`config.mk`:
```
export PLATFORM = sky130hd
export DESIGN_NAME = stream_find_replace
export DESIGN_NICKNAME = d
export VERILOG_FILES = /design/src/rtl/sfr_pkg.sv /design/src/rtl/stream_find_replace.sv /design/src/rtl/sfr_cfg.sv /design/src/rtl/sfr_front.sv /design/src/rtl/sfr_queue.sv /design/src/rtl/sfr_back.sv
export SDC_FILE = /design/constraint.sdc
export NUM_CORES = 1
export LEC_CHECK = 0
export BUFFER_PORTS_ARGS = -buffer_cell sky130_fd_sc_hd__buf_2
export CORE_AREA = 2 2 262 264
export CTS_CLUSTER_SIZE = 12
export DETAILED_ROUTE_END_ITERATION = 10
export DIE_AREA = 0 0 264 266
export PLACE_DENSITY = 0.57
export SLEW_MARGIN = 0
export SYNTH_ARGS = -nofsm -noshare
export SYNTH_HDL_FRONTEND = slang
export SYNTH_HIERARCHICAL = 1
export SYNTH_SLANG_ARGS = --single-unit
```
`constraint.sdc`:
```
create_clock -name clk -period 14.83 [get_ports clk]
set_input_delay 2.2245 -clock clk [delete_from_list [all_inputs] [get_ports clk]]
set_output_delay 2.2245 -clock clk [all_outputs]
set_load 0.01 [all_outputs]
```
`src/rtl/sfr_pkg.sv`:
```
// ---------------------------------------------------------------------------
// sfr_pkg
// Types and constants of the stream find/replace block.
// ---------------------------------------------------------------------------
`default_nettype none

package sfr_pkg;

  localparam int PATTERN_MAX = 8;
  localparam int REPLACE_MAX = 8;
  localparam int BYTE_W      = 8;
  localparam int CNT_W       = 4;
  localparam int DATA_W      = 64;
  localparam int ADDR_W      = 5;
  localparam int QUEUE_DEPTH = 2;

  // Register indexes, taken from paddr[4:3]
  localparam logic [1:0] REG_PATTERN_LEN   = 2'd0;
  localparam logic [1:0] REG_PATTERN_BYTES = 2'd1;
  localparam logic [1:0] REG_REPLACE_LEN   = 2'd2;
  localparam logic [1:0] REG_REPLACE_BYTES = 2'd3;

  typedef struct packed {
    logic [7:0] in_byte;
    logic       in_last;
  } in_item_t;

  typedef struct packed {
    logic [7:0] out_byte;
    logic       has_byte;
    logic       run_last;
    logic       text_end;
  } out_item_t;

  typedef struct packed {
    logic [CNT_W-1:0]  pattern_len;
    logic [DATA_W-1:0] pattern_bytes;
    logic [CNT_W-1:0]  replace_len;
    logic [DATA_W-1:0] replace_bytes;
  } cfg_t;

  // One emission request from the front to the back
  typedef struct packed {
    logic [DATA_W-1:0] data;
    logic [CNT_W-1:0]  count;
    logic              last;
  } job_t;

endpackage

`default_nettype wire

```
`src/rtl/stream_find_replace.sv`:
```
// ---------------------------------------------------------------------------
// stream_find_replace
// Streaming search-and-replace-all over a byte text.
// ---------------------------------------------------------------------------
// Each pushed byte is classified in the cycle it is accepted: bytes that may
// still start a match are held back, a completed match becomes the
// replacement, and everything else is released as literal text. The runs
// wait in a two-entry queue and are emitted one result per cycle while the
// receiver pops, so input is taken every cycle while the queue has room; an
// item that causes several results occupies the single byte-wide output
// stage until all are out. A final byte that leaves no text yields one end
// marker with has_byte low. Registers sit at byte addresses 0, 8, 16, 24;
// writing either pattern register drops any held bytes. There is no
// clearing pass after reset.
// ---------------------------------------------------------------------------
`default_nettype none

module stream_find_replace (
  input  wire logic                       clk,
  input  wire logic                       rst,
  input  wire logic                       push,
  output logic                            full,
  input  wire sfr_pkg::in_item_t          item,
  output logic                            empty,
  input  wire logic                       pop,
  output sfr_pkg::out_item_t              result,
  input  wire logic                       psel,
  input  wire logic                       penable,
  input  wire logic                       pwrite,
  input  wire logic [sfr_pkg::ADDR_W-1:0] paddr,
  input  wire logic [sfr_pkg::DATA_W-1:0] pwdata,
  output logic      [sfr_pkg::DATA_W-1:0] prdata,
  output logic                            pready
);

  sfr_pkg::cfg_t cfg;
  sfr_pkg::job_t front_job;
  sfr_pkg::job_t q_job;
  logic          pattern_clear;
  logic          accept;
  logic          job_push;
  logic          q_valid;
  logic          q_take;

  assign accept = push && !full;

  sfr_cfg u_cfg (
    .clk           (clk),
    .rst           (rst),
    .psel          (psel),
    .penable       (penable),
    .pwrite        (pwrite),
    .paddr         (paddr),
    .pwdata        (pwdata),
    .prdata        (prdata),
    .pready        (pready),
    .cfg           (cfg),
    .pattern_clear (pattern_clear)
  );

  sfr_front u_front (
    .clk           (clk),
    .rst           (rst),
    .accept        (accept),
    .item          (item),
    .cfg           (cfg),
    .pattern_clear (pattern_clear),
    .job_push      (job_push),
    .job           (front_job)
  );

  sfr_queue u_queue (
    .clk      (clk),
    .rst      (rst),
    .wr_en    (job_push),
    .wr_job   (front_job),
    .full     (full),
    .rd_en    (q_take),
    .rd_job   (q_job),
    .rd_valid (q_valid)
  );

  sfr_back u_back (
    .clk     (clk),
    .rst     (rst),
    .q_valid (q_valid),
    .q_job   (q_job),
    .q_take  (q_take),
    .empty   (empty),
    .pop     (pop),
    .result  (result)
  );

endmodule

`default_nettype wire

```
`src/rtl/sfr_cfg.sv`:
```
// ---------------------------------------------------------------------------
// sfr_cfg
// APB-style register file: pattern and replacement lengths and bytes.
// ---------------------------------------------------------------------------
`default_nettype none

module sfr_cfg (
  input  wire logic                       clk,
  input  wire logic                       rst,
  input  wire logic                       psel,
  input  wire logic                       penable,
  input  wire logic                       pwrite,
  input  wire logic [sfr_pkg::ADDR_W-1:0] paddr,
  input  wire logic [sfr_pkg::DATA_W-1:0] pwdata,
  output logic      [sfr_pkg::DATA_W-1:0] prdata,
  output logic                            pready,
  output sfr_pkg::cfg_t                   cfg,
  output logic                            pattern_clear
);

  logic       wr_en;
  logic [1:0] reg_idx;

  assign pready  = 1'b1;
  assign reg_idx = paddr[4:3];
  assign wr_en   = psel && penable && pwrite && pready;

  always_ff @(posedge clk) begin
    if (rst) begin
      cfg.pattern_len   <= sfr_pkg::CNT_W'(1);
      cfg.pattern_bytes <= '0;
      cfg.replace_len   <= '0;
      cfg.replace_bytes <= '0;
    end else if (wr_en) begin
      case (reg_idx)
        sfr_pkg::REG_PATTERN_LEN:   cfg.pattern_len   <= pwdata[sfr_pkg::CNT_W-1:0];
        sfr_pkg::REG_PATTERN_BYTES: cfg.pattern_bytes <= pwdata;
        sfr_pkg::REG_REPLACE_LEN:   cfg.replace_len   <= pwdata[sfr_pkg::CNT_W-1:0];
        sfr_pkg::REG_REPLACE_BYTES: cfg.replace_bytes <= pwdata;
        default: ;
      endcase
    end
  end

  // A new pattern invalidates any partly matched bytes
  assign pattern_clear = wr_en && (reg_idx == sfr_pkg::REG_PATTERN_LEN ||
                                   reg_idx == sfr_pkg::REG_PATTERN_BYTES);

  always_comb begin
    case (reg_idx)
      sfr_pkg::REG_PATTERN_LEN:
        prdata = sfr_pkg::DATA_W'(cfg.pattern_len);
      sfr_pkg::REG_PATTERN_BYTES:
        prdata = cfg.pattern_bytes;
      sfr_pkg::REG_REPLACE_LEN:
        prdata = sfr_pkg::DATA_W'(cfg.replace_len);
      sfr_pkg::REG_REPLACE_BYTES:
        prdata = cfg.replace_bytes;
      default:
        prdata = '0;
    endcase
  end

endmodule

`default_nettype wire

```
`src/rtl/sfr_front.sv`:
```
// ---------------------------------------------------------------------------
// sfr_front
// Holds back possible pattern prefixes and classifies each incoming byte
// into a run of bytes to emit: literal text or the replacement.
// ---------------------------------------------------------------------------
`default_nettype none

module sfr_front (
  input  wire logic              clk,
  input  wire logic              rst,
  input  wire logic              accept,
  input  wire sfr_pkg::in_item_t item,
  input  wire sfr_pkg::cfg_t     cfg,
  input  wire logic              pattern_clear,
  output logic                   job_push,
  output sfr_pkg::job_t          job
);

  logic [sfr_pkg::DATA_W-1:0] held;
  logic [sfr_pkg::CNT_W-1:0]  held_count;
  logic [sfr_pkg::DATA_W-1:0] held_next;
  logic [sfr_pkg::CNT_W-1:0]  held_count_next;

  logic [sfr_pkg::DATA_W-1:0]      seq;
  logic [sfr_pkg::CNT_W-1:0]       n;
  logic [sfr_pkg::CNT_W-1:0]       plen;
  logic [sfr_pkg::CNT_W-1:0]       rlen;
  logic [sfr_pkg::PATTERN_MAX-1:0] pref;
  logic [sfr_pkg::CNT_W-1:0]       hold_from;
  logic                            full_match;

  // Clamp lengths into range
  always_comb begin
    if (cfg.pattern_len == '0)
      plen = sfr_pkg::CNT_W'(1);
    else if (cfg.pattern_len > sfr_pkg::CNT_W'(sfr_pkg::PATTERN_MAX))
      plen = sfr_pkg::CNT_W'(sfr_pkg::PATTERN_MAX);
    else
      plen = cfg.pattern_len;
    if (cfg.replace_len > sfr_pkg::CNT_W'(sfr_pkg::REPLACE_MAX))
      rlen = sfr_pkg::CNT_W'(sfr_pkg::REPLACE_MAX);
    else
      rlen = cfg.replace_len;
  end

  assign n = held_count + sfr_pkg::CNT_W'(1);

  // Held bytes followed by the new byte
  always_comb begin
    for (int i = 0; i < sfr_pkg::PATTERN_MAX; i++) begin
      if (sfr_pkg::CNT_W'(i) < held_count)
        seq[8*i +: 8] = held[8*i +: 8];
      else
        seq[8*i +: 8] = item.in_byte;
    end
  end

  // pref[p]: the tail of the sequence from p on agrees with the pattern head
  always_comb begin
    for (int p = 0; p < sfr_pkg::PATTERN_MAX; p++) begin
      pref[p] = sfr_pkg::CNT_W'(p) < n;
      for (int i = 0; i < sfr_pkg::PATTERN_MAX - p; i++) begin
        if (sfr_pkg::CNT_W'(p + i) < n && sfr_pkg::CNT_W'(i) < plen &&
            seq[8*(p+i) +: 8] != cfg.pattern_bytes[8*i +: 8])
          pref[p] = 1'b0;
      end
    end
  end

  assign full_match = pref[0] && (n >= plen);

  // Leftmost possible match start, or the sequence end if none
  always_comb begin
    hold_from = n;
    for (int p = sfr_pkg::PATTERN_MAX - 1; p >= 0; p--) begin
      if (pref[p])
        hold_from = sfr_pkg::CNT_W'(p);
    end
  end

  always_comb begin
    job.last        = item.in_last;
    held_next       = seq >> {hold_from, 3'b000};
    held_count_next = '0;
    if (full_match) begin
      job.data  = cfg.replace_bytes;
      job.count = rlen;
    end else if (item.in_last) begin
      job.data  = seq;
      job.count = n;
    end else begin
      job.data        = seq;
      job.count       = hold_from;
      held_count_next = n - hold_from;
    end
  end

  // Drop runs that emit nothing unless they close the text
  assign job_push = accept && (job.count != '0 || job.last);

  always_ff @(posedge clk) begin
    if (rst) begin
      held_count <= '0;
    end else if (pattern_clear) begin
      held_count <= '0;
    end else if (accept) begin
      held_count <= held_count_next;
    end
  end

  always_ff @(posedge clk) begin
    if (accept) begin
      held <= held_next;
    end
  end

endmodule

`default_nettype wire

```
`src/rtl/sfr_queue.sv`:
```
// ---------------------------------------------------------------------------
// sfr_queue
// Short job queue between the classifying front and the emitting back.
// ---------------------------------------------------------------------------
`default_nettype none

module sfr_queue (
  input  wire logic    clk,
  input  wire logic    rst,
  input  wire logic    wr_en,
  input  wire sfr_pkg::job_t wr_job,
  output logic         full,
  input  wire logic    rd_en,
  output sfr_pkg::job_t rd_job,
  output logic         rd_valid
);

  localparam int PTR_W = (sfr_pkg::QUEUE_DEPTH > 1) ? $clog2(sfr_pkg::QUEUE_DEPTH) : 1;
  localparam int CNT_W = $clog2(sfr_pkg::QUEUE_DEPTH + 1);

  sfr_pkg::job_t    slots [sfr_pkg::QUEUE_DEPTH];
  logic [PTR_W-1:0] wr_ptr;
  logic [PTR_W-1:0] rd_ptr;
  logic [CNT_W-1:0] count;
  logic             do_wr;
  logic             do_rd;

  assign full     = (count == CNT_W'(sfr_pkg::QUEUE_DEPTH));
  assign rd_valid = (count != '0);
  assign do_wr    = wr_en && !full;
  assign do_rd    = rd_en && rd_valid;
  assign rd_job   = slots[rd_ptr];

  always_ff @(posedge clk) begin
    if (rst) begin
      wr_ptr <= '0;
      rd_ptr <= '0;
      count  <= '0;
    end else begin
      if (do_wr) begin
        wr_ptr <= (wr_ptr == PTR_W'(sfr_pkg::QUEUE_DEPTH - 1)) ? '0 : wr_ptr + PTR_W'(1);
      end
      if (do_rd) begin
        rd_ptr <= (rd_ptr == PTR_W'(sfr_pkg::QUEUE_DEPTH - 1)) ? '0 : rd_ptr + PTR_W'(1);
      end
      if (do_wr && !do_rd) begin
        count <= count + CNT_W'(1);
      end else if (do_rd && !do_wr) begin
        count <= count - CNT_W'(1);
      end
    end
  end

  always_ff @(posedge clk) begin
    if (do_wr) begin
      slots[wr_ptr] <= wr_job;
    end
  end

endmodule

`default_nettype wire

```
`src/rtl/sfr_back.sv`:
```
// ---------------------------------------------------------------------------
// sfr_back
// Takes one job at a time from the queue and emits its bytes, one result a
// cycle while the receiver pops, from a registered run buffer.
// ---------------------------------------------------------------------------
`default_nettype none

module sfr_back (
  input  wire logic          clk,
  input  wire logic          rst,
  input  wire logic          q_valid,
  input  wire sfr_pkg::job_t q_job,
  output logic               q_take,
  output logic               empty,
  input  wire logic          pop,
  output sfr_pkg::out_item_t result
);

  logic                       cur_valid;
  logic [sfr_pkg::DATA_W-1:0] cur_data;
  logic [sfr_pkg::CNT_W-1:0]  cur_rem;
  logic                       cur_last;
  logic                       final_one;
  logic                       advance;

  assign empty     = !cur_valid;
  assign final_one = (cur_rem <= sfr_pkg::CNT_W'(1));
  assign advance   = cur_valid && pop;
  assign q_take    = q_valid && (!cur_valid || (advance && final_one));

  always_ff @(posedge clk) begin
    if (rst) begin
      cur_valid <= 1'b0;
    end else if (q_take) begin
      cur_valid <= 1'b1;
    end else if (advance && final_one) begin
      cur_valid <= 1'b0;
    end
  end

  always_ff @(posedge clk) begin
    if (q_take) begin
      cur_data <= q_job.data;
      cur_rem  <= q_job.count;
      cur_last <= q_job.last;
    end else if (advance && !final_one) begin
      // shift the next byte down
      cur_data <= cur_data >> sfr_pkg::BYTE_W;
      cur_rem  <= cur_rem - sfr_pkg::CNT_W'(1);
    end
  end

  // An empty run shows as an end marker with a zero byte
  assign result.has_byte = (cur_rem != '0);
  assign result.out_byte = result.has_byte ? cur_data[7:0] : 8'd0;
  assign result.run_last = final_one;
  assign result.text_end = cur_last && final_one;

endmodule

`default_nettype wire

```
==> flow_summary.toml <==
[status]
outcome = "finished clean"

[routing]
drc = 0
drt-total-wl_um = 108000
vias = 21200
drtPass1Iterations = 7
wire_per_inst_um = 30.3
viasPerCell = 5.95
final_antenna_net_count = 0
drt-initial-drc-count = 2093

[global_routing]
grt_overflow = 0
grt_max_degree = 127
antenna_found_initial = 0
grt_usage_pct = 30.1
grt_first_pass_wirelength_um = 152000
grt_pass1_vias = 20600

[pwr]
power.density_nw_per_um2 = 127
leakage_nw = 11.0
power.total_mw = 3.77
peakVddDrop_mv = 0.0991

[synth]
synth.top_cell.area_share_pct = 30.4
yosysSeqAreaShare_pct = 41.3
synth_edf_count = 271
synth.most_common_cell = "mux2i_1"
async_flop_share_pct = 0
synthFlopType = "edfxtp_1"
yosys_register_bits = 417
synthCells = 2588
synthTopCellsByArea = "edfxtp_1 30%, dfxtp_1 11%, mux2i_1 11%, xnor2_1 7.4%, nand2b_1 5.3%"
ys.warnings.count = 6
synth_nets = 2690
synth_common_cells = "281 x mux2i_1, 271 x edfxtp_1, 227 x nand2b_1, 227 x xnor2_1, 155 x nor2_1"
synth_area_um2 = 26800
syn_area_per_cell_um2 = 10.3
synth_cell_type_count = 101
synth.largest_area_cell = "edfxtp_1"

[min_path]
min_to = "u_cfg/cfg[58]"
worstHoldStart = "u_cfg/cfg[58]"
holdPathStages = 2
hold_class = "register to register"

[cts]
cts_resized = 0
cts_root_buf = "clkbuf_16"
insertion_delay_ns = 0.61
cts.sinks = 417
postCtsHoldBufs = 0
cts_made_buffers = 49
cts_tree = "yes"
htree_levels = 2
cts.clk_slew.worst_paths_ns = 0.06
clock_path_buffers = 3
post_cts_buffers = 0

[finish]
nets = 2745
syn_to_final_growth_pct = 10.7
drive_above_1_share_pct = 18.9
antenna_cells = 0
fin_area_um2 = 29600
fin_cells = 3564

[die]
ios = 163
fp-row-count = 96
die-area_um2 = 70200
die_h_um = 266
die_w_um = 264
coreArea_um2 = 67700
start_util_pct = 39.5

[critical_path]
critPathRequiredTime_ns = 15.05
start_kind = "input pin"
arrival_ns = 8.41
end_kind = "register"
r2r-end = "u_queue/slots[0][45]"
r2r-start = "u_front/held_count[3]"
r2r_cells = 18
worstPathMaxFanout = 36
crit_type = "input pin to register"
rrSetupSlack_ns = 7.42

[run]
maxCapViolations = 0

[timing]
setup_viol = 0
tns_ns = 0
maxSlewViolCount = 0
rsz0062_at_grt = "no"
slew_headroom_pct = 9.88
layout_min_cycle_time_ns = 8.19
min_period_over_period_pct = 55.2
hold_viol = 0
holdWs_ns = 0.494
timing.fmax_ghz = 0.122
skew_ns = 0.0355
worstMarginPinSlew_ns = 1.31

[place]
dp.cells = 3474
port_buffers = 158
finalWeightedCongestion = 0.982
hpwlAfterDp_um = 75200
place_area_um2 = 28100
-- state kept, by name, indices dropped and copies added, names as in the netlist, named ones only --
signal / flops
u_back/cur_rem: 4
u_back/cur_last: 1
u_back/cur_valid: 1
u_queue/wr_ptr: 1
u_back/cur_data: 64
u_cfg/cfg: 136
u_queue/rd_ptr: 1
u_queue/slots: 138
u_front/held_count: 4
u_front/held: 64
u_queue/count: 2
-- critical path: stages --
cell and delay [ns]:
buf_2 0.66, inv_1 0.46, o221ai_1 0.46, nor4_1 0.11, buf_4 0.18, a2111oi_0 0.93
or2_1 0.22, o32ai_2 0.11, a31o_2 0.27, a21oi_4 0.55, mux2i_1 0.21, a31oi_1 0.19
o31a_1 0.17, inv_1 0.07, or3_1 0.38, inv_2 0.59, buf_4 0.57
-- cell type report --
class | count | area (um^2)
fillers | 6531 | 38100
multi-input cells | 1879 | 14300
flip-flops and latches | 417 | 11100
clock buffers | 76 | 1420
repair buffers | 237 | 1390
well taps | 882 | 1100
inverters | 59 | 224
clock inverters | 14 | 155
-- through the flow --
| stage | worst slack (ns) | utilization [%] |
|---|---|---|
| after floorplan | 7.54 | - |
| after global placement | 6.22 | 41.4 |
| after detailed placement | 6.16 | 41.4 |
| after CTS | 6.76 | 43.8 |
| after global routing | 6.45 | 43.8 |
| final | 6.64 | 43.8 |
-- per-layer routing --
metal  part of all wire (%)  track usage [%]
met1                     42             40.5
met5                      0                0
met4                    5.0             13.5
met2                     45             47.7
met3                    8.0             4.89
-- cell families after synthesis --
kind of cell / synth area share, %
AO/OA/AOI/OAI: 8.92
XOR/XNOR: 9.55
adder cells (fa/ha/maj): 0.822
buffers and inverters: 5.57
flip-flops: 41.3
multiplexers: 17.4
other: 0.0140
AND/OR/NAND/NOR: 16.4
-- cell usage in the layout, fill, tap and decap left out, drive strengths merged, types with 21 or more instances in the layout --
master | Yosys | final
a21oi | 131 | 131
and2 | 22 | 22
buf | 116 | 237
clkbuf | 117 | 76
dfxtp | 146 | 146
edfxtp | 271 | 271
inv | 59 | 62
mux2 | 130 | 130
mux2i | 296 | 296
nand2 | 78 | 78
nand2b | 227 | 227
nand3 | 39 | 39
nand4 | 40 | 40
nor2 | 158 | 158
nor2b | 82 | 82
nor3 | 37 | 37
nor4 | 45 | 45
o211ai | 21 | 21
o21ai | 42 | 42
xnor2 | 228 | 228
xor2 | 63 | 63
-- worst max-delay path by stage --
stage / from / end / slack [ns] / cells after the start
floorplan: item[7] / u_queue/slots[1][0] / 7.54 / 17
global placement: item[3] / u_queue/slots[0][62] / 6.22 / 17
detailed placement: item[2] / u_queue/slots[0][67] / 6.16 / 17
CTS: item[3] / u_queue/slots[0][51] / 6.76 / 17
global route: item[3] / u_queue/slots[0][51] / 6.45 / 17
finish: item[2] / u_queue/slots[0][45] / 6.64 / 17
-- power by group --
| group | total (mW) | switching [mW] | internal [mW] |
|---|---|---|---|
| clock network | 1.20 | 0.504 | 0.695 |
| registers | 1.71 | 0.154 | 1.55 |
| logic | 0.863 | 0.473 | 0.390 |
| total | 3.77 | 1.13 | 2.64 |
No activity file was read; power rests on OpenSTA's default activity.
